<file path="src/hw/rtl/rotation_matrix_to_quaternion_macros.svh">
// Assertion macros used by the rotation matrix to quaternion top level
`ifndef ROTATION_MATRIX_TO_QUATERNION_MACROS_SVH
`define ROTATION_MATRIX_TO_QUATERNION_MACROS_SVH
`ifndef SYNTHESIS
// Same-cycle implication, checked out of reset
`define RMQ_ASSERT_IMP(lbl, ck, rn, ante, cons) \
  lbl: assert property (@(posedge ck) disable iff (!rn) (ante) |-> (cons)) \
    else $error("rmq: implication failed");
// Next-cycle implication, checked out of reset
`define RMQ_ASSERT_NXT(lbl, ck, rn, ante, cons) \
  lbl: assert property (@(posedge ck) disable iff (!rn) (ante) |=> (cons)) \
    else $error("rmq: next-cycle implication failed");
`else
`define RMQ_ASSERT_IMP(lbl, ck, rn, ante, cons)
`define RMQ_ASSERT_NXT(lbl, ck, rn, ante, cons)
`endif
`endif

</file>
<file path="src/hw/rtl/rmq_pkg.sv">
// Types and constants of the rotation matrix to quaternion pipeline
package rmq_pkg;
  localparam int QW  = 16;        // Q2.14 field width
  localparam int NW  = 17;        // off-diagonal sum or difference
  localparam int CW  = 19;        // candidate width
  localparam int RW  = 15;        // square root width
  localparam int XW  = 2 * RW;    // radicand width
  localparam int RMW = RW + 3;    // root remainder width
  localparam int DW  = 29;        // dividend width
  localparam int QB  = 16;        // quotient bits
  localparam int DIV_LAT = QB + 2;

  localparam logic signed [CW-1:0] ONE_Q14 = 19'sd16384;
  localparam logic signed [QW-1:0] QMAX = 16'sh7FFF;
  localparam logic signed [QW-1:0] QMIN = 16'sh8000;

  localparam logic [1:0] BR_W = 2'd0;
  localparam logic [1:0] BR_X = 2'd1;
  localparam logic [1:0] BR_Y = 2'd2;
  localparam logic [1:0] BR_Z = 2'd3;

  typedef struct packed {
    logic signed [QW-1:0] m00;
    logic signed [QW-1:0] m01;
    logic signed [QW-1:0] m02;
    logic signed [QW-1:0] m10;
    logic signed [QW-1:0] m11;
    logic signed [QW-1:0] m12;
    logic signed [QW-1:0] m20;
    logic signed [QW-1:0] m21;
    logic signed [QW-1:0] m22;
  } in_t;

  typedef struct packed {
    logic signed [QW-1:0] quat_w;
    logic signed [QW-1:0] quat_x;
    logic signed [QW-1:0] quat_y;
    logic signed [QW-1:0] quat_z;
    logic [1:0]           branch;
    logic                 degenerate;
  } out_t;

  // Branch control and the three numerators, in w x y z order less the chosen one
  typedef struct packed {
    logic [1:0]           sel;
    logic                 degen;
    logic signed [NW-1:0] n0;
    logic signed [NW-1:0] n1;
    logic signed [NW-1:0] n2;
  } side_t;

  typedef struct packed {
    logic [1:0]    sel;
    logic          degen;
    logic [RW-1:0] root;
  } ctl_t;
endpackage

</file>
<file path="src/hw/rtl/rmq_div.sv">
// Pipelined signed divide of n*4096 by the root, rounded away from zero and saturated
module rmq_div (
  input  logic                          clk,
  input  logic                          en,
  input  logic signed [rmq_pkg::NW-1:0] n_in,
  input  logic [rmq_pkg::RW-1:0]        c_in,
  output logic signed [rmq_pkg::QW-1:0] q_out
);
  localparam int NW = rmq_pkg::NW;
  localparam int RW = rmq_pkg::RW;
  localparam int DW = rmq_pkg::DW;
  localparam int QB = rmq_pkg::QB;
  localparam int QW = rmq_pkg::QW;

  logic          neg;
  logic [NW-1:0] mag;
  logic [DW-1:0] dvd;
  logic          ovf;

  logic          neg_s_r, ovf_s_r;
  logic [RW-1:0] c_s_r, rem_s_r;
  logic [QB-1:0] dl_s_r;

  logic          neg_r [QB];
  logic          ovf_r [QB];
  logic [RW-1:0] c_r   [QB];
  logic [RW-1:0] rem_r [QB];
  logic [QB-1:0] dl_r  [QB];
  logic [QB-1:0] q_r   [QB];

  logic signed [QW-1:0] res;
  logic signed [QW-1:0] q_o_r;

  // Set up magnitude, rounding bias and the overflow check
  assign neg = n_in[NW-1];
  assign mag = neg ? NW'(-n_in) : NW'(n_in);
  assign dvd = {mag, 12'b0} + DW'(c_in >> 1);
  assign ovf = ({2'b00, dvd[DW-1:QB]} >= c_in);

  always_ff @(posedge clk) begin
    if (en) begin
      neg_s_r <= neg;
      ovf_s_r <= ovf;
      c_s_r   <= c_in;
      rem_s_r <= {2'b00, dvd[DW-1:QB]};
      dl_s_r  <= dvd[QB-1:0];
    end
  end

  for (genvar i = 0; i < QB; i++) begin : g_step
    logic          neg_i, ovf_i, ge;
    logic [RW-1:0] c_i, rem_i;
    logic [QB-1:0] dl_i, q_i;
    logic [RW:0]   r_sh, diff;

    if (i == 0) begin : g_first
      assign neg_i = neg_s_r;
      assign ovf_i = ovf_s_r;
      assign c_i   = c_s_r;
      assign rem_i = rem_s_r;
      assign dl_i  = dl_s_r;
      assign q_i   = '0;
    end else begin : g_next
      assign neg_i = neg_r[i-1];
      assign ovf_i = ovf_r[i-1];
      assign c_i   = c_r[i-1];
      assign rem_i = rem_r[i-1];
      assign dl_i  = dl_r[i-1];
      assign q_i   = q_r[i-1];
    end

    // Shift in one dividend bit and subtract where it fits
    assign r_sh = {rem_i, dl_i[QB-1]};
    assign ge   = (r_sh >= {1'b0, c_i});
    assign diff = r_sh - {1'b0, c_i};

    always_ff @(posedge clk) begin
      if (en) begin
        neg_r[i] <= neg_i;
        ovf_r[i] <= ovf_i;
        c_r[i]   <= c_i;
        rem_r[i] <= ge ? diff[RW-1:0] : r_sh[RW-1:0];
        dl_r[i]  <= {dl_i[QB-2:0], 1'b0};
        q_r[i]   <= {q_i[QB-2:0], ge};
      end
    end
  end

  // Apply sign and saturate
  always_comb begin
    if (ovf_r[QB-1]) begin
      res = neg_r[QB-1] ? rmq_pkg::QMIN : rmq_pkg::QMAX;
    end else if (neg_r[QB-1]) begin
      res = q_r[QB-1][QB-1] ? rmq_pkg::QMIN : QW'(-q_r[QB-1]);
    end else begin
      res = q_r[QB-1][QB-1] ? rmq_pkg::QMAX : QW'(q_r[QB-1]);
    end
  end

  always_ff @(posedge clk) begin
    if (en) begin
      q_o_r <= res;
    end
  end

  assign q_out = q_o_r;
endmodule

</file>
<file path="config.mk">
export PLATFORM = sky130hd
export DESIGN_NAME = rmq_div
export DESIGN_NICKNAME = d
export VERILOG_FILES = /design/src/hw/rtl/rotation_matrix_to_quaternion_macros.svh /design/src/hw/rtl/rmq_pkg.sv /design/src/hw/rtl/rmq_div.sv
export SDC_FILE = /design/constraint.sdc
export NUM_CORES = 1
export LEC_CHECK = 0
export BUFFER_PORTS_ARGS = -buffer_cell sky130_fd_sc_hd__buf_2
export CORE_ASPECT_RATIO = 1.1
export CORE_MARGIN = 2
export CORE_UTILIZATION = 55
export CTS_BUF_LIST = sky130_fd_sc_hd__clkbuf_8 sky130_fd_sc_hd__clkbuf_16
export CTS_CLUSTER_SIZE = 24
export DETAILED_ROUTE_END_ITERATION = 12
export PLACE_DENSITY_LB_ADDON = 0.25
export SLEW_MARGIN = 20
export SYNTH_ARGS = -nofsm -noshare
export SYNTH_HDL_FRONTEND = slang
export SYNTH_SLANG_ARGS = --single-unit
</file>
<file path="constraint.sdc">
create_clock -name clk -period 4.6 [get_ports clk]
set_clock_uncertainty 0.1 [all_clocks]
set_input_delay 0.92 -clock clk [delete_from_list [all_inputs] [get_ports clk]]
set_output_delay 0.92 -clock clk [all_outputs]
set_load 0.05 [all_outputs]
</file>
==> impl_metrics.py, run 1 <==
metrics = {
    "status": {
        "outcome": "complete, no violations",
    },
    "drt": {
        "drc_errors": 0,
        "drt_pass1_iterations": 6,
        "via_per_inst": 5.79,
        "wl_per_cell_um": 18.4,
        "postRouteAntennaNets": 0,
        "num_vias": 23518,
        "drtIter0Drc": 1525,
        "wirelength_um": 74700,
    },
    "timing": {
        "tns_ns": 0,
        "final-hold-violation-count": 0,
        "finalSetupViolCount": 0,
        "fin_crit_sh_pct": 82.3,
        "slew_viol_final": 0,
        "hold_slack_ns": 0.312,
        "setup_slack_ns": 0.814,
        "min_period_ns": 3.79,
        "relSlewSlack_pct": 23.8,
        "grt_setup_unrepaired": "no",
        "worst_pin_slew_ns": 1.11,
        "timing.fmax_ghz": 0.264,
    },
    "global_route": {
        "grtUsageTotal_pct": 22.3,
        "grt-ovfl-total": 0,
        "grt_pass1_vias": 23506,
        "grt_max_degree": 97,
        "grt_pass1_wl_um": 121000,
        "antenna_found_initial": 0,
    },
    "worst_setup_path": {
        "worstPathCellList": "buf_2 > inv_1 > ha_1 > nand2_1 > o21ai_0 > ha_1 > a21oi_1 > nor3_1 > o221ai_1 > xnor2_1 > ha_1 > nor2b_1 > o21a_1 > o21ai_0 > a21oi_1 > o31ai_1 > a21o_1 > a211oi_1",
        "crit_arrival_ns": 4.04,
        "worstPathMaxFanout": 6,
        "cp_slowest_stage_delay_ns": 0.36,
        "crit_required_ns": 4.86,
        "slowest_stage": "nor3_1",
        "start_kind": "primary input",
        "crit_buf_inv": 2,
        "critPathKind": "primary input to register",
        "crit_path_end_kind": "register",
        "crit_top_cell": "ha_1",
        "crit_family": "compound AO/OA/AOI/OAI gates",
    },
    "clock_tree": {
        "cts-hold-fix-buffers": 0,
        "cts.sink_count": 674,
        "cts_tree": "yes",
        "postCtsSetupRepairBufs": 0,
        "cts.clk_slew.worst_paths_ns": 0.06,
        "cts-resized-gates": 0,
        "cts_buffers": 72,
        "clk_latency_ns": 0.61,
        "cts_max_path_buffers": 3,
        "cts_root_buffer": "clkbuf_16",
        "ctsHtreeMaxLevel": 3,
    },
    "pwr": {
        "vdd_drop_max_v": 0.000409,
        "cellLeakagePower_nw": 16.0,
        "finalPower_mw": 26.2,
        "power_density_nw_per_um2": 658,
    },
    "worst_hold_path": {
        "hold_path.class": "register to register",
    },
    "yosys": {
        "yosysUniqueCellTypes": 75,
        "netlist.area_leader.share_pct": 56.2,
        "syn_nets": 3389,
        "synth_edf_count": 674,
        "synth.largest_area_cell": "edfxtp_1",
        "async_reset_ff_share_pct": 0,
        "yosys-top-cells-count": "674 x edfxtp_1, 305 x inv_1, 270 x nand2_1, 256 x ha_1, 194 x o21ai_0",
        "yosysMostFrequentCell": "edfxtp_1",
        "synthFlopType": "edfxtp_1",
        "netlist_instances": 3083,
        "synthesis.area_um2": 36000,
        "ys_seq_area_share_pct": 56.2,
        "ys_top_cells_by_area": "edfxtp_1 56%, ha_1 8.9%, inv_1 3.2%",
        "ys_seq_elements": 674,
        "ys_warn_count": 0,
        "avgSynthCellArea_um2": 11.7,
    },
    "run": {
        "drv_cap": 0,
    },
    "cells_and_area": {
        "drive_gt1_share_pct": 8.41,
        "ff_latch_area_um2": 20200,
        "nNetsFinal": 3460,
        "diodes": 0,
        "multi_input_area_um2": 14400,
        "fillers": 5117,
        "area_delta_synth_final_pct": 10.4,
    },
    "floorplanning": {
        "start_util_pct": 55.6,
        "rows": 98,
        "core_area_um2": 64900,
        "die_area_um2": 67600,
        "dieHeight_um": 272,
        "io_pins": 50,
        "die_w_um": 248,
    },
    "placement": {
        "gp_congestion": 0.896,
        "port_buffers": 49,
        "hpwl_um": 54800,
        "place_ws_ns": 0.221,
    },
}
==> layout make-up <==
cell class / instances / area share [%]
Clock inverter: 55 / 1.52
Clock buffer: 74 / 4.65
Inverter: 305 / 2.88
Tap cell: 850 / 2.67
Multi-Input combinational cell: 2030 / 36.2
Sequential cell: 674 / 50.9
Timing Repair Buffer: 71 / 1.25
==> sequential cells by signal, indices dropped and copies added (netlist names), 4 cells and up <==
name,count
c_r,225
c_s_r,15
dl_r,6
dl_s_r,4
g_step.rem_i,13
neg_r,16
ovf_r,16
q_out,16
q_r,136
rem_r,225
==> metrics by stage <==
step           cell area (µm²)  util [%]  cells
2_1_floorplan            36000         -   3083
3_3_place_gp             37300      57.5   3930
3_5_place_dp             37300      57.5   3930
4_1_cts                  39800      61.3   4059
5_1_grt                  39800      61.3   4059
6_report                 39800      61.3   4059
==> cells by family after synthesis <==
kind of cell / synth area share, %
fa+ha+maj: 9.78
buf+inv: 3.98
compound gates: 13.5
flops: 56.2
mux: 2.29
simple gates: 9.99
xor+xnor: 4.30
==> path summary, 6_finish.rpt <==
check                    start              end  slack (ns)  depth (start not counted)
setup / recovery       n_in[1]  g_step[0].ovf_i        0.81                         18
hold / removal        ovf_r[9]        ovf_r[10]        0.31                          0
setup reg to reg  rem_r[1][83]     rem_r[1][99]        0.97                          7
hold reg to reg       ovf_r[9]        ovf_r[10]        0.31                          0
==> layout by cell type (no fill, tap or decap), drive strengths merged, types with 24 or more instances in the layout <==
cell type | synthesis | final
a2111oi | 24 | 24
a211oi | 45 | 45
a21o | 73 | 73
a21oi | 166 | 166
a31oi | 35 | 35
and3 | 27 | 27
buf | 2 | 71
clkbuf | 72 | 74
clkinv | 0 | 26
edfxtp | 674 | 674
ha | 256 | 256
inv | 305 | 319
mux2 | 63 | 63
nand2 | 270 | 270
nand2b | 49 | 49
nand3 | 41 | 41
nand4 | 42 | 42
nor2 | 162 | 162
nor2b | 28 | 28
nor3 | 63 | 63
o21a | 35 | 35
o21ai | 195 | 195
o31ai | 47 | 47
xnor2 | 90 | 90
xor2 | 87 | 87
==> routing by layer <==
layer | up-vias | track usage [%] | wire length (µm)
li1 | 11553 | - | -
met1 | 11291 | 27.9 | 31900
met2 | 513 | 39.3 | 37700
met3 | 161 | 2.87 | 2600
met4 | 0 | 8.15 | 2440
met5 | - | 0 | 0
==> power breakdown <==
part	internal, mW	leakage (nW)	switching [mW]	total (mW)
Sequential	8.86	6.61	0.798	9.66
Clock	3.65	1.24	2.36	6.01
Combinational	4.54	8.19	5.97	10.5
No activity file was read; power rests on OpenSTA's default activity.
==> run 2, diff against run 1 <==
==> constraint.sdc (replaced) <==
create_clock -name clk -period 3.8 [get_ports clk]
set_clock_uncertainty 0.1 [all_clocks]
set_input_delay 0.76 -clock clk [delete_from_list [all_inputs] [get_ports clk]]
set_output_delay 0.76 -clock clk [all_outputs]
set_load 0.05 [all_outputs]
==> impl_metrics.py, run 2 (synthesized netlist as in run 1, its figures left out) <==
metrics = {
    "pwr": {
        "cellLeakagePower_nw": 16.3,
        "power_density_nw_per_um2": 783,
        "vdd_drop_max_v": 0.000450,
    },
    "worst_setup_path": {
        "r2r-start": "c_r[1][75]",
        "start_kind": "register",
        "r2r_cells": 8,
        "crit_required_ns": 4.07,
        "crit_path_end_kind": "register",
        "cp-startpoint": "c_r[1][75]",
        "crit_arrival_ns": 3.74,
        "worstPathMaxFanout": 20,
        "critPathKind": "register to register",
    },
    "global_route": {
        "grt_pass1_vias": 23811,
        "grt_pass1_wl_um": 122000,
        "antenna_found_initial": 0,
        "grtUsageTotal_pct": 22.6,
        "grt-ovfl-total": 0,
        "grt_max_degree": 89,
    },
    "drt": {
        "postRouteAntennaNets": 0,
        "wl_per_cell_um": 18.3,
        "wirelength_um": 75400,
        "drtIter0Drc": 1586,
        "num_vias": 24027,
        "drt_pass1_iterations": 6,
        "drc_errors": 0,
        "via_per_inst": 5.83,
    },
    "cells_and_area": {
        "nNetsFinal": 3525,
        "stdcell_count": 4122,
        "final_common_cell": "edfxtp_1",
        "biggestRegsByFlops": "c_r (225), rem_r (225), q_r (136)",
        "drive_gt1_share_pct": 10.0,
        "area_delta_synth_final_pct": 11.7,
        "layout_common_cells": "674 x edfxtp_1, 320 x inv_1, 270 x nand2_1, 256 x ha_1, 193 x o21ai_0",
        "post-route-util_pct": 62.1,
    },
    "clock_tree": {
        "cts.sink_count": 674,
        "ctsHtreeMaxLevel": 3,
        "cts_buffers": 73,
        "cts-hold-fix-buffers": 0,
        "postCtsSetupRepairBufs": 0,
        "cts_max_path_buffers": 3,
        "cts.clk_slew.worst_paths_ns": 0.06,
        "cts_tree": "yes",
        "cts-resized-gates": 0,
        "clk_latency_ns": 0.62,
        "cts_root_buffer": "clkbuf_16",
    },
    "timing": {
        "relSlewSlack_pct": 35.3,
        "timing.fmax_ghz": 0.288,
        "finalSetupViolCount": 0,
        "worst_pin_slew_ns": 0.971,
        "fin_crit_sh_pct": 91.3,
        "final-hold-violation-count": 0,
        "slew_viol_final": 0,
        "min_period_ns": 3.47,
        "setup_slack_ns": 0.329,
        "grt_setup_unrepaired": "no",
    },
    "floorplanning": {
        "start_util_pct": 55.6,
        "die_area_um2": 67600,
        "core_area_um2": 64900,
        "io_pins": 50,
        "rows": 98,
        "die_w_um": 248,
        "dieHeight_um": 272,
    },
    "worst_hold_path": {
        "holdPathStages": 1,
        "hold_path.class": "primary input to register",
        "hp-start": "c_in[9]",
    },
    "status": {
        "outcome": "complete, no violations",
    },
    "run": {
        "drv_cap": 0,
    },
    "placement": {
        "port_buffers": 49,
        "gp_congestion": 0.890,
        "place_ws_ns": -0.155,
        "dp.cells": 3994,
        "hpwl_um": 55300,
    },
}
==> run 2: area by class of cell <==
class / instances / area, µm²
flip-flops and latches: 674 / 20200
clock buffers: 74 / 1850
fillers: 5036 / 24600
repair buffers: 135 / 1060
diodes: 1 / 2.50
clock inverters: 53 / 492
inverters: 305 / 1140
multi-input cells: 2030 / 14400
well taps: 850 / 1060
==> run 2: path summary, 6_finish.rpt <==
kind | endpoint | slack (ns)
worst max register to register | rem_r[1][99] | 0.33
worst max-delay path | rem_r[1][99] | 0.33
worst min-delay path | c_s_r[9] | 0.24
worst min register to register | q_r[1][40] | 0.31
==> run 2: stage by stage <==
stage	TNS [ns]	power, mW	hold slack, ns	area (µm²)
floorplan	0	21.3	0.300	36100
global placement	-0.162	24.1	0.301	37900
detailed placement	-0.155	24.5	0.305	37900
CTS	0	31.6	0.203	40300
global route	0	33.7	0.216	40300
finish	0	31.5	0.240	40300
==> run 2: per-layer routing <==
layer  vias to the layer above  track usage [%]  part of all wire [%]
met5                         -                0                     0
met4                         0             8.40                   3.1
met1                     11595             28.9                    42
met3                       148             3.29                   4.5
met2                       586             39.0                    50
li1                      11698                -                     -
==> run 2: critical path, stage by stage, from the launching register on <==
cell	delay, ns
edfxtp_1	0.40
ha_1	0.24
fa_1	0.41
nand2b_1	0.19
a211oi_1	0.38
nor3_1	0.15
o2111ai_1	0.12
and3_1	0.80
mux2_2	0.43
==> run 2: power breakdown <==
group | switching (mW) | total (mW) | internal, mW
Sequential | 0.963 | 11.7 | 10.7
Clock | 2.87 | 6.96 | 4.09
Combinational | 7.25 | 12.9 | 5.63
Total | 11.1 | 31.5 | 20.4
