<file path="src/hw/rtl/rotation_matrix_to_quaternion_macros.svh">
// Assertion macros used by the rotation matrix to quaternion top level
`ifndef ROTATION_MATRIX_TO_QUATERNION_MACROS_SVH
`define ROTATION_MATRIX_TO_QUATERNION_MACROS_SVH
`ifndef SYNTHESIS
// Same-cycle implication, checked out of reset
`define RMQ_ASSERT_IMP(lbl, ck, rn, ante, cons) \
  lbl: assert property (@(posedge ck) disable iff (!rn) (ante) |-> (cons)) \
    else $error("rmq: implication failed");
// Next-cycle implication, checked out of reset
`define RMQ_ASSERT_NXT(lbl, ck, rn, ante, cons) \
  lbl: assert property (@(posedge ck) disable iff (!rn) (ante) |=> (cons)) \
    else $error("rmq: next-cycle implication failed");
`else
`define RMQ_ASSERT_IMP(lbl, ck, rn, ante, cons)
`define RMQ_ASSERT_NXT(lbl, ck, rn, ante, cons)
`endif
`endif

</file>
<file path="src/hw/rtl/rmq_pkg.sv">
// Types and constants of the rotation matrix to quaternion pipeline
package rmq_pkg;
  localparam int QW  = 16;        // Q2.14 field width
  localparam int NW  = 17;        // off-diagonal sum or difference
  localparam int CW  = 19;        // candidate width
  localparam int RW  = 15;        // square root width
  localparam int XW  = 2 * RW;    // radicand width
  localparam int RMW = RW + 3;    // root remainder width
  localparam int DW  = 29;        // dividend width
  localparam int QB  = 16;        // quotient bits
  localparam int DIV_LAT = QB + 2;

  localparam logic signed [CW-1:0] ONE_Q14 = 19'sd16384;
  localparam logic signed [QW-1:0] QMAX = 16'sh7FFF;
  localparam logic signed [QW-1:0] QMIN = 16'sh8000;

  localparam logic [1:0] BR_W = 2'd0;
  localparam logic [1:0] BR_X = 2'd1;
  localparam logic [1:0] BR_Y = 2'd2;
  localparam logic [1:0] BR_Z = 2'd3;

  typedef struct packed {
    logic signed [QW-1:0] m00;
    logic signed [QW-1:0] m01;
    logic signed [QW-1:0] m02;
    logic signed [QW-1:0] m10;
    logic signed [QW-1:0] m11;
    logic signed [QW-1:0] m12;
    logic signed [QW-1:0] m20;
    logic signed [QW-1:0] m21;
    logic signed [QW-1:0] m22;
  } in_t;

  typedef struct packed {
    logic signed [QW-1:0] quat_w;
    logic signed [QW-1:0] quat_x;
    logic signed [QW-1:0] quat_y;
    logic signed [QW-1:0] quat_z;
    logic [1:0]           branch;
    logic                 degenerate;
  } out_t;

  // Branch control and the three numerators, in w x y z order less the chosen one
  typedef struct packed {
    logic [1:0]           sel;
    logic                 degen;
    logic signed [NW-1:0] n0;
    logic signed [NW-1:0] n1;
    logic signed [NW-1:0] n2;
  } side_t;

  typedef struct packed {
    logic [1:0]    sel;
    logic          degen;
    logic [RW-1:0] root;
  } ctl_t;
endpackage

</file>
<file path="src/hw/rtl/rmq_prep.sv">
// Candidate forming, branch pick and numerator selection
module rmq_prep (
  input  logic                  clk,
  input  logic                  rst_n,
  input  logic                  en,
  input  logic                  in_valid,
  input  rmq_pkg::in_t          in_data,
  output logic                  v_r,
  output logic [rmq_pkg::XW-1:0] x_r,
  output rmq_pkg::side_t        side_r
);
  localparam int CW = rmq_pkg::CW;
  localparam int QW = rmq_pkg::QW;
  localparam int NW = rmq_pkg::NW;

  logic signed [CW-1:0] e00, e11, e22, tr, c0, c1, c2, c3, best;
  logic signed [NW-1:0] a01, a02, a10, a12, a20, a21;
  logic signed [NW-1:0] d1, d2, d3, s_xy, s_xz, s_yz;
  logic [1:0] sel;
  rmq_pkg::side_t side_nxt;
  logic [rmq_pkg::XW-1:0] x_nxt;

  // Extend the entries
  assign e00 = {{(CW-QW){in_data.m00[QW-1]}}, in_data.m00};
  assign e11 = {{(CW-QW){in_data.m11[QW-1]}}, in_data.m11};
  assign e22 = {{(CW-QW){in_data.m22[QW-1]}}, in_data.m22};
  assign a01 = {in_data.m01[QW-1], in_data.m01};
  assign a02 = {in_data.m02[QW-1], in_data.m02};
  assign a10 = {in_data.m10[QW-1], in_data.m10};
  assign a12 = {in_data.m12[QW-1], in_data.m12};
  assign a20 = {in_data.m20[QW-1], in_data.m20};
  assign a21 = {in_data.m21[QW-1], in_data.m21};

  // Form the four candidates
  assign tr = e00 + e11 + e22;
  assign c0 = rmq_pkg::ONE_Q14 + tr;
  assign c1 = rmq_pkg::ONE_Q14 + e00 - e11 - e22;
  assign c2 = rmq_pkg::ONE_Q14 + e11 - e00 - e22;
  assign c3 = rmq_pkg::ONE_Q14 + e22 - e00 - e11;

  // Off-diagonal sums and differences
  assign d1   = a21 - a12;
  assign d2   = a02 - a20;
  assign d3   = a10 - a01;
  assign s_xy = a10 + a01;
  assign s_xz = a02 + a20;
  assign s_yz = a21 + a12;

  // Pick the largest, earliest wins a tie
  always_comb begin
    best = c0;
    sel  = rmq_pkg::BR_W;
    if (c1 > best) begin
      best = c1;
      sel  = rmq_pkg::BR_X;
    end
    if (c2 > best) begin
      best = c2;
      sel  = rmq_pkg::BR_Y;
    end
    if (c3 > best) begin
      best = c3;
      sel  = rmq_pkg::BR_Z;
    end
  end

  // Route numerators and scale the radicand by 4096
  always_comb begin
    side_nxt.sel   = sel;
    side_nxt.degen = (best <= 0);
    case (sel)
      rmq_pkg::BR_W: begin
        side_nxt.n0 = d1;
        side_nxt.n1 = d2;
        side_nxt.n2 = d3;
      end
      rmq_pkg::BR_X: begin
        side_nxt.n0 = d1;
        side_nxt.n1 = s_xy;
        side_nxt.n2 = s_xz;
      end
      rmq_pkg::BR_Y: begin
        side_nxt.n0 = d2;
        side_nxt.n1 = s_xy;
        side_nxt.n2 = s_yz;
      end
      default: begin
        side_nxt.n0 = d3;
        side_nxt.n1 = s_xz;
        side_nxt.n2 = s_yz;
      end
    endcase
    if (best <= 0) begin
      x_nxt = '0;
    end else begin
      x_nxt = {1'b0, best[16:0], 12'b0};
    end
  end

  always_ff @(posedge clk) begin
    if (!rst_n) begin
      v_r <= 1'b0;
    end else if (en) begin
      v_r <= in_valid;
    end
  end

  always_ff @(posedge clk) begin
    if (en) begin
      x_r    <= x_nxt;
      side_r <= side_nxt;
    end
  end
endmodule

</file>
<file path="config.mk">
export PLATFORM = sky130hd
export DESIGN_NAME = rmq_prep
export DESIGN_NICKNAME = d
export VERILOG_FILES = /design/src/hw/rtl/rotation_matrix_to_quaternion_macros.svh /design/src/hw/rtl/rmq_pkg.sv /design/src/hw/rtl/rmq_prep.sv
export SDC_FILE = /design/constraint.sdc
export NUM_CORES = 1
export LEC_CHECK = 0
export ABC_CLOCK_PERIOD_IN_PS = 22600
export BUFFER_PORTS_ARGS = -buffer_cell sky130_fd_sc_hd__buf_2
export CAP_MARGIN = 20
export CORE_MARGIN = 2
export CORE_UTILIZATION = 45
export DETAILED_ROUTE_END_ITERATION = 7
export GPL_TIMING_DRIVEN = 0
export PLACE_DENSITY = 0.67
export SYNTH_ARGS = -nofsm -noshare
export SYNTH_HDL_FRONTEND = slang
export SYNTH_SLANG_ARGS = --single-unit
</file>
<file path="constraint.sdc">
create_clock -name clk -period 22.6 [get_ports clk]
set_input_delay 1.13 -clock clk [delete_from_list [all_inputs] [get_ports clk]]
set_output_delay 1.13 -clock clk [all_outputs]
set_load 0.005 [all_outputs]
</file>
==> metrics.yaml, run 1 <==
status: "finished clean"
rows: 65
pin_count: 233
cts-resized-gates: 0
antenna_left: 0
drive_gt1_share_pct: 14.0
worstSetupPathType: "input pin to register"
die_area_sq_um: 33600
met2_usage_pct: 38.1
rsz0062_at_grt: "no"
min_period_ns: 14.33
htree_levels: 3
worst_path_largest_cell_delay_ns: 0.57
cts-buffers-inserted: 9
clkSinkCount: 72
drv_slew: 0
synth_top_area_share_pct: 24.0
setup_violations: 0
die_width_microns: 183
wirelength_mm: 42.6
grt_max_degree: 73
synth_commonest_cells: "ha_1 (278), inv_1 (209), a21oi_1 (147)"
skew_ns: 0
cp_top_family: "compound AO/OA/AOI/OAI gates"
clk_latency_ns: 0.34
route.detailed.drc: 0
clockBufferDepth: 2
cp-start-kind: "input pin"
globalplace.congestion: 0.918
routed_via_density: 5.50
ys.flop_type: "edfxtp_1"
cp.buffers_inverters: 13
async_reset_ff_share_pct: 0
wire_per_inst_microns: 18.1
grt.total_usage_pct: 25.2
area_growth_pct: 13.6
clk_pin_slew_ns: 0.05
synth_cells: 1707
max_clock_freq_mhz: 69.8
vias: 13000
hp-class: "register to register"
initialDrtViolationCount: 1054
cts_hold_buf: 0
initial_core_util_pct: 45.7
use_met3_pct: 3.63
grt_pass1_wl_mm: 66.1
tightestPinTransition_ns: 1.00
synth.cell_area_sq_um: 14500
holdWs_ns: 0.531
final_nets: 2449
yosysMostFrequentCell: "ha_1"
die_h_microns: 183
core-area_sq_um: 31600
max-slew-margin-rel_pct: 32.5
hold_viol: 0
endpoint_kind: "register"
post-route-period-util_pct: 63.4
cts_tree: "built"
ys_seq_area_share_pct: 14.9
ys_warn_count: 0
crit_fanout: 10
ys_ff_latch: 72
synth_edf_count: 71
grt_antenna_before_repair: 2
synth_top_cell_by_area: "ha_1"
max_cap_viol_count: 0
grt.met1_usage_pct: 37.8
synth.area.top_cells: "ha_1 (24%), edfxtp_1 (15%), fa_1 (10%)"
synth_cell_type_count: 82
grt_remaining_overflow: 0
post_cts_buffers: 0
top_usage_layer: "met2"
avgSynthCellArea_sq_um: 8.48
grt_pass1_vias: 12400
slowest_stage: "clkbuf_1"
firstDrtPassIters: 6
dp_hpwl_mm: 36.5
crit_arrival_ns: 14.44
tns_ns: 0
cts_root_buf: "clkbuf_16"
crit_required_ns: 22.71
numPortBuffers: 219
rrSetupSlack_ns: 22.00
[state kept, by name, summed over array words and instances, names as in the netlist]
name and count:
side_r 54, x_r 17, v_r 1
[layout make-up]
cell class / count / area (sq um)
clock inverters: 6 / 90.1
plain buffers: 60 / 293
flip-flops and latches: 72 / 2150
clock buffers: 10 / 229
inverters: 209 / 785
repair buffers: 219 / 1100
well taps: 402 / 503
multi-input cells: 1378 / 11300
diodes: 1 / 2.50
fillers: 3064 / 15200
[worst paths after layout]
path / start / end / cells past startpoint
worst max register to register: v_r / v_r / 2
worst min-delay path: v_r / v_r / 2
worst max-delay path: in_data[2] / x_r[16] / 52
worst min register to register: v_r / v_r / 2
[layout by cell type, fill, tap and decap left out, types with 13 or more instances in the layout]
master	synthesis	routed
edfxtp_1	71	71
a21oi_1	147	147
mux2i_1	30	30
buf_2	6	224
inv_1	209	209
o21ai_0	88	88
nor2b_1	27	27
buf_4	14	15
ha_1	278	278
nand3_1	19	19
a21o_1	26	26
a211oi_1	34	34
nand2b_1	17	17
xor2_1	29	29
a31oi_1	16	16
conb_1	1	13
xnor2_1	100	100
o21a_1	15	15
clkbuf_1	31	32
fa_1	74	74
o211ai_1	16	16
nor3_1	30	30
o21bai_1	24	24
nand2_1	116	116
nor2_1	128	128
[layer usage]
| metal | part of all wire, % | wire length [microns] |
|---|---|---|
| met4 | 2.0 | 866 |
| met1 | 48 | 20500 |
| met3 | 7.8 | 3340 |
| met5 | 0.031 | 13 |
| met2 | 42 | 17900 |
[through the flow]
step	utilization, %	std cells	setup WS (ns)	instance area, sq um
finish	52.0	2357	8.27	16400
global route	52.0	2357	7.40	16400
CTS	52.0	2356	8.56	16400
detailed placement	50.9	2340	8.26	16100
global placement	50.9	2340	8.37	16100
floorplan	-	1719	11.34	14500
[cell families (layout without fill, tap and decap cells)]
logic type / Yosys count / after routing / share of synthesized area (%)
buf+inv: 269 / 504 / 7.44
other cells: 1 / 14 / 0.0259
flops: 72 / 72 / 14.9
mux: 35 / 35 / 2.58
fa+ha+maj: 353 / 353 / 34.4
compound gates: 451 / 451 / 20.1
simple gates: 397 / 397 / 12.8
xor+xnor: 129 / 129 / 7.81
[tightest hold or removal path: stages (launching register included)]
cell	delay (ns)
dfxtp_1	0.31
mux2i_1	0.12
nor2b_1	0.06
Power of run 1 is not shown: default switching activity piles up to over one toggle a cycle in this logic, so the estimate is an artifact.
==> run 2, diff against run 1 <==
--- a/config.mk
+++ b/config.mk
@@ -5,14 +5,15 @@
 export SDC_FILE = /design/constraint.sdc
 export NUM_CORES = 1
 export LEC_CHECK = 0
-export ABC_CLOCK_PERIOD_IN_PS = 22600
+export ABC_AREA = 1
+export ABC_CLOCK_PERIOD_IN_PS = 11500
 export BUFFER_PORTS_ARGS = -buffer_cell sky130_fd_sc_hd__buf_2
 export CAP_MARGIN = 20
 export CORE_MARGIN = 2
 export CORE_UTILIZATION = 45
 export DETAILED_ROUTE_END_ITERATION = 7
 export GPL_TIMING_DRIVEN = 0
-export PLACE_DENSITY = 0.67
+export PLACE_DENSITY = 0.69
 export SYNTH_ARGS = -nofsm -noshare
 export SYNTH_HDL_FRONTEND = slang
 export SYNTH_SLANG_ARGS = --single-unit
==> constraint.sdc (replaced) <==
create_clock -name clk -period 11.5 [get_ports clk]
set_input_delay 0.575 -clock clk [delete_from_list [all_inputs] [get_ports clk]]
set_output_delay 0.575 -clock clk [all_outputs]
set_load 0.005 [all_outputs]
==> run 2 against run 1 <==
Net effect:
- setup slack lost 7.5 ns
- cell area shrank 1.4%
- routed wire length down 4.9%
- die area fell by 1.5%
- critical path depth up 9
- final cell count rose by 4.6%
- synthesized cell count grew 6.3%
- via count grew 0.71%
- largest cell class unchanged
- highest routed layer is now met4
==> metrics.yaml, run 2 <==
synth_top_area_share_pct: 24.4  # +0.38 points
post-route-period-util_pct: 93.2
worstSetupPathType: "input pin to register"
vias: 13100  # +0.71%
final_cell_mix: "nand2_1 (310), inv_1 (307), ha_1 (278)"
endpoint_kind: "register"
largest_register: "side_r"
skew_ns: 0  # unchanged
initial_core_util_pct: 45.4  # -0.36 points
layout_setup_ws_ns: 0.782  # -7.49 ns
whs_path_depth: 3  # +1
cp_common_cell: "nand2_1"
clockBufferDepth: 2  # unchanged
max-slew-margin-rel_pct: 34.8  # +2.3 points
worst_path_largest_cell_delay_ns: 0.54  # -0.03 ns
ys_warn_count: 0  # unchanged
synth_top_cell_by_area: "ha_1"
grt_remaining_overflow: 0  # unchanged
grt.total_usage_pct: 24.3  # -0.90 points
cts_root_buf: "clkbuf_16"
wirelength_mm: 40.5  # -4.9%
wire_per_inst_microns: 16.4  # -9.1%
pin_count: 233  # unchanged
max_cap_viol_count: 0  # unchanged
cts_tree: "built"
firstDrtPassIters: 5  # -1
final_nets: 2557  # +4.4%
grt_pass1_vias: 12800  # +3.2%
clkSinkCount: 72  # unchanged
cp-start-kind: "input pin"
route.detailed.drc: 0  # unchanged
numPortBuffers: 219  # unchanged
grt_antenna_before_repair: 1  # -1
largestRegisters: "side_r: 54 flops, x_r: 17 flops, v_r: 1 flops"
rows: 65  # unchanged
grt_pass1_wl_mm: 64.0  # -3.1%
core-area_sq_um: 31400  # -0.77%
avgSynthCellArea_sq_um: 7.85  # -7.4%
crit_arrival_ns: 10.86  # -3.58 ns
die_h_microns: 182  # -0.77%
max_clock_freq_mhz: 93.3
yosysMostFrequentCell: "nand2_1"
clk_pin_slew_ns: 0.06  # about the same
clk_latency_ns: 0.34  # about the same
ys_seq_area_share_pct: 15.1  # +0.24 points
status: "finished clean"
die_width_microns: 182  # -0.77%
synth_cell_type_count: 51  # -38%
min_period_ns: 10.72
synth.area.top_cells: "ha_1 (24%), edfxtp_1 (15%), fa_1 (10%)"
cts-buffers-inserted: 9  # unchanged
largest_reg_flops: 54  # unchanged
synth_edf_count: 71  # unchanged
fin_util_pct: 51.6  # -0.32 points
async_reset_ff_share_pct: 0  # unchanged
initialDrtViolationCount: 938  # -11%
layout_commonest_cell: "nand2_1"
tightestPinTransition_ns: 0.978  # -0.0219 ns
ys.flop_type: "edfxtp_1"
num-fill-cells: 3040  # -0.78%
pre_cts_ws_ns: -0.0258  # -8.29 ns
dp_hpwl_mm: 34.7  # -5.1%
synth.cell_area_sq_um: 14200  # -1.6%
post_cts_buffers: 0  # unchanged
hp-class: "input pin to register"
rsz0062_at_grt: "no"
drive_gt1_share_pct: 14.5  # +0.48 points
crit_required_ns: 11.65  # -11.06 ns
grt_max_degree: 74  # +1.4%
hold_viol: 0  # unchanged
synth_commonest_cells: "nand2_1 (310), inv_1 (307), ha_1 (278)"
drv_slew: 0  # unchanged
holdWs_ns: 0.470  # -0.0609 ns
globalplace.congestion: 0.961  # +4.7%
antenna_left: 0  # unchanged
area_growth_pct: 13.8
crit_fanout: 10  # unchanged
slowest_stage: "fa_1"
routed_via_density: 5.29  # -3.7%
ys_ff_latch: 72  # unchanged
htree_levels: 3  # unchanged
setup_violations: 0  # unchanged
rrSetupSlack_ns: 10.83  # -11.17 ns
die_area_sq_um: 33100  # -1.5%
worstRegToRegCells: 2  # unchanged
synth_cells: 1815  # +6.3%
-- run 2: cell types whose count changed after synthesis, moves of 30 or more --
cell     change
inv_1       +98
o21ai_0     -37
mux2i_1     -30
nand2_1    +194
nor2_1      -49
nand3_1     +56
xnor2_1     -83
xor2_1      +91
-- run 2: final timing paths --
| path | from | endpoint |
|---|---|---|
| hold / removal | in_valid | v_r |
| setup reg to reg | v_r | v_r |
| hold reg to reg | v_r | v_r |
| setup / recovery | in_data[2] | side_r[19] |
-- run 2: cell type report --
cell class              instances  area (sq um)  share of cell area, %
multi-input cells            1399         10700                   66.2
clock inverters                 7          77.6                  0.479
repair buffers                219          1100                   6.78
well taps                     402           503                   3.10
flip-flops and latches         72          2150                   13.3
diodes                          1          2.50                 0.0154
clock buffers                   9           225                   1.39
inverters                     316          1190                   7.32
plain buffers                  40           235                   1.45
-- run 2: cells by family (layout without fill, tap and decap cells) --
family                   count (synthesis)  in the layout  share of synthesized area [%]
adder cells (fa/ha/maj)                352            352                           34.8
flip-flops                              72             72                           15.1
AO/OA/AOI/OAI                          361            361                           15.7
XOR/XNOR                               137            137                           8.42
buffers and inverters                  356            591                           9.93
other                                    1             14                         0.0263
AND/OR/NAND/NOR                        536            536                           16.0
-- run 2: layer usage --
| layer | vias to the layer above | track usage [%] | share of wire (%) |
|---|---|---|---|
| li1 | 6475 | - | - |
| met1 | 6061 | 32.8 | 44 |
| met2 | 458 | 41.6 | 46 |
| met3 | 56 | 2.11 | 6.8 |
| met4 | 0 | 6.87 | 2.7 |
| met5 | - | 0 | 0 |
-- run 2: what timing repair did --
item	4_1_cts	5_1_grt
resized for setup	0	13
hold buffers	0	0
setup endpoints to repair	0	69
-- run 2: metrics by stage --
step	cells	setup TNS (ns)	cell area, sq um
3_3_place_gp	2448	0	15900
3_5_place_dp	2448	-0.0665	15900
2_1_floorplan	1827	0	14300
4_1_cts	2464	0	16200
5_1_grt	2465	0	16200
6_report	2465	0	16200
-- run 2: critical path, delay by kind of cell --
| family | cells | cell delay, ns |
|---|---|---|
| and+or+nand+nor | 31 | 3.65 |
| adders and majority gates | 7 | 2.44 |
| buffers and inverters | 11 | 2.07 |
| AOI/OAI and AO/OA | 11 | 1.88 |
| xor gates and xnor gates | 1 | 0.22 |
Power of run 2 is left out for the same reason.
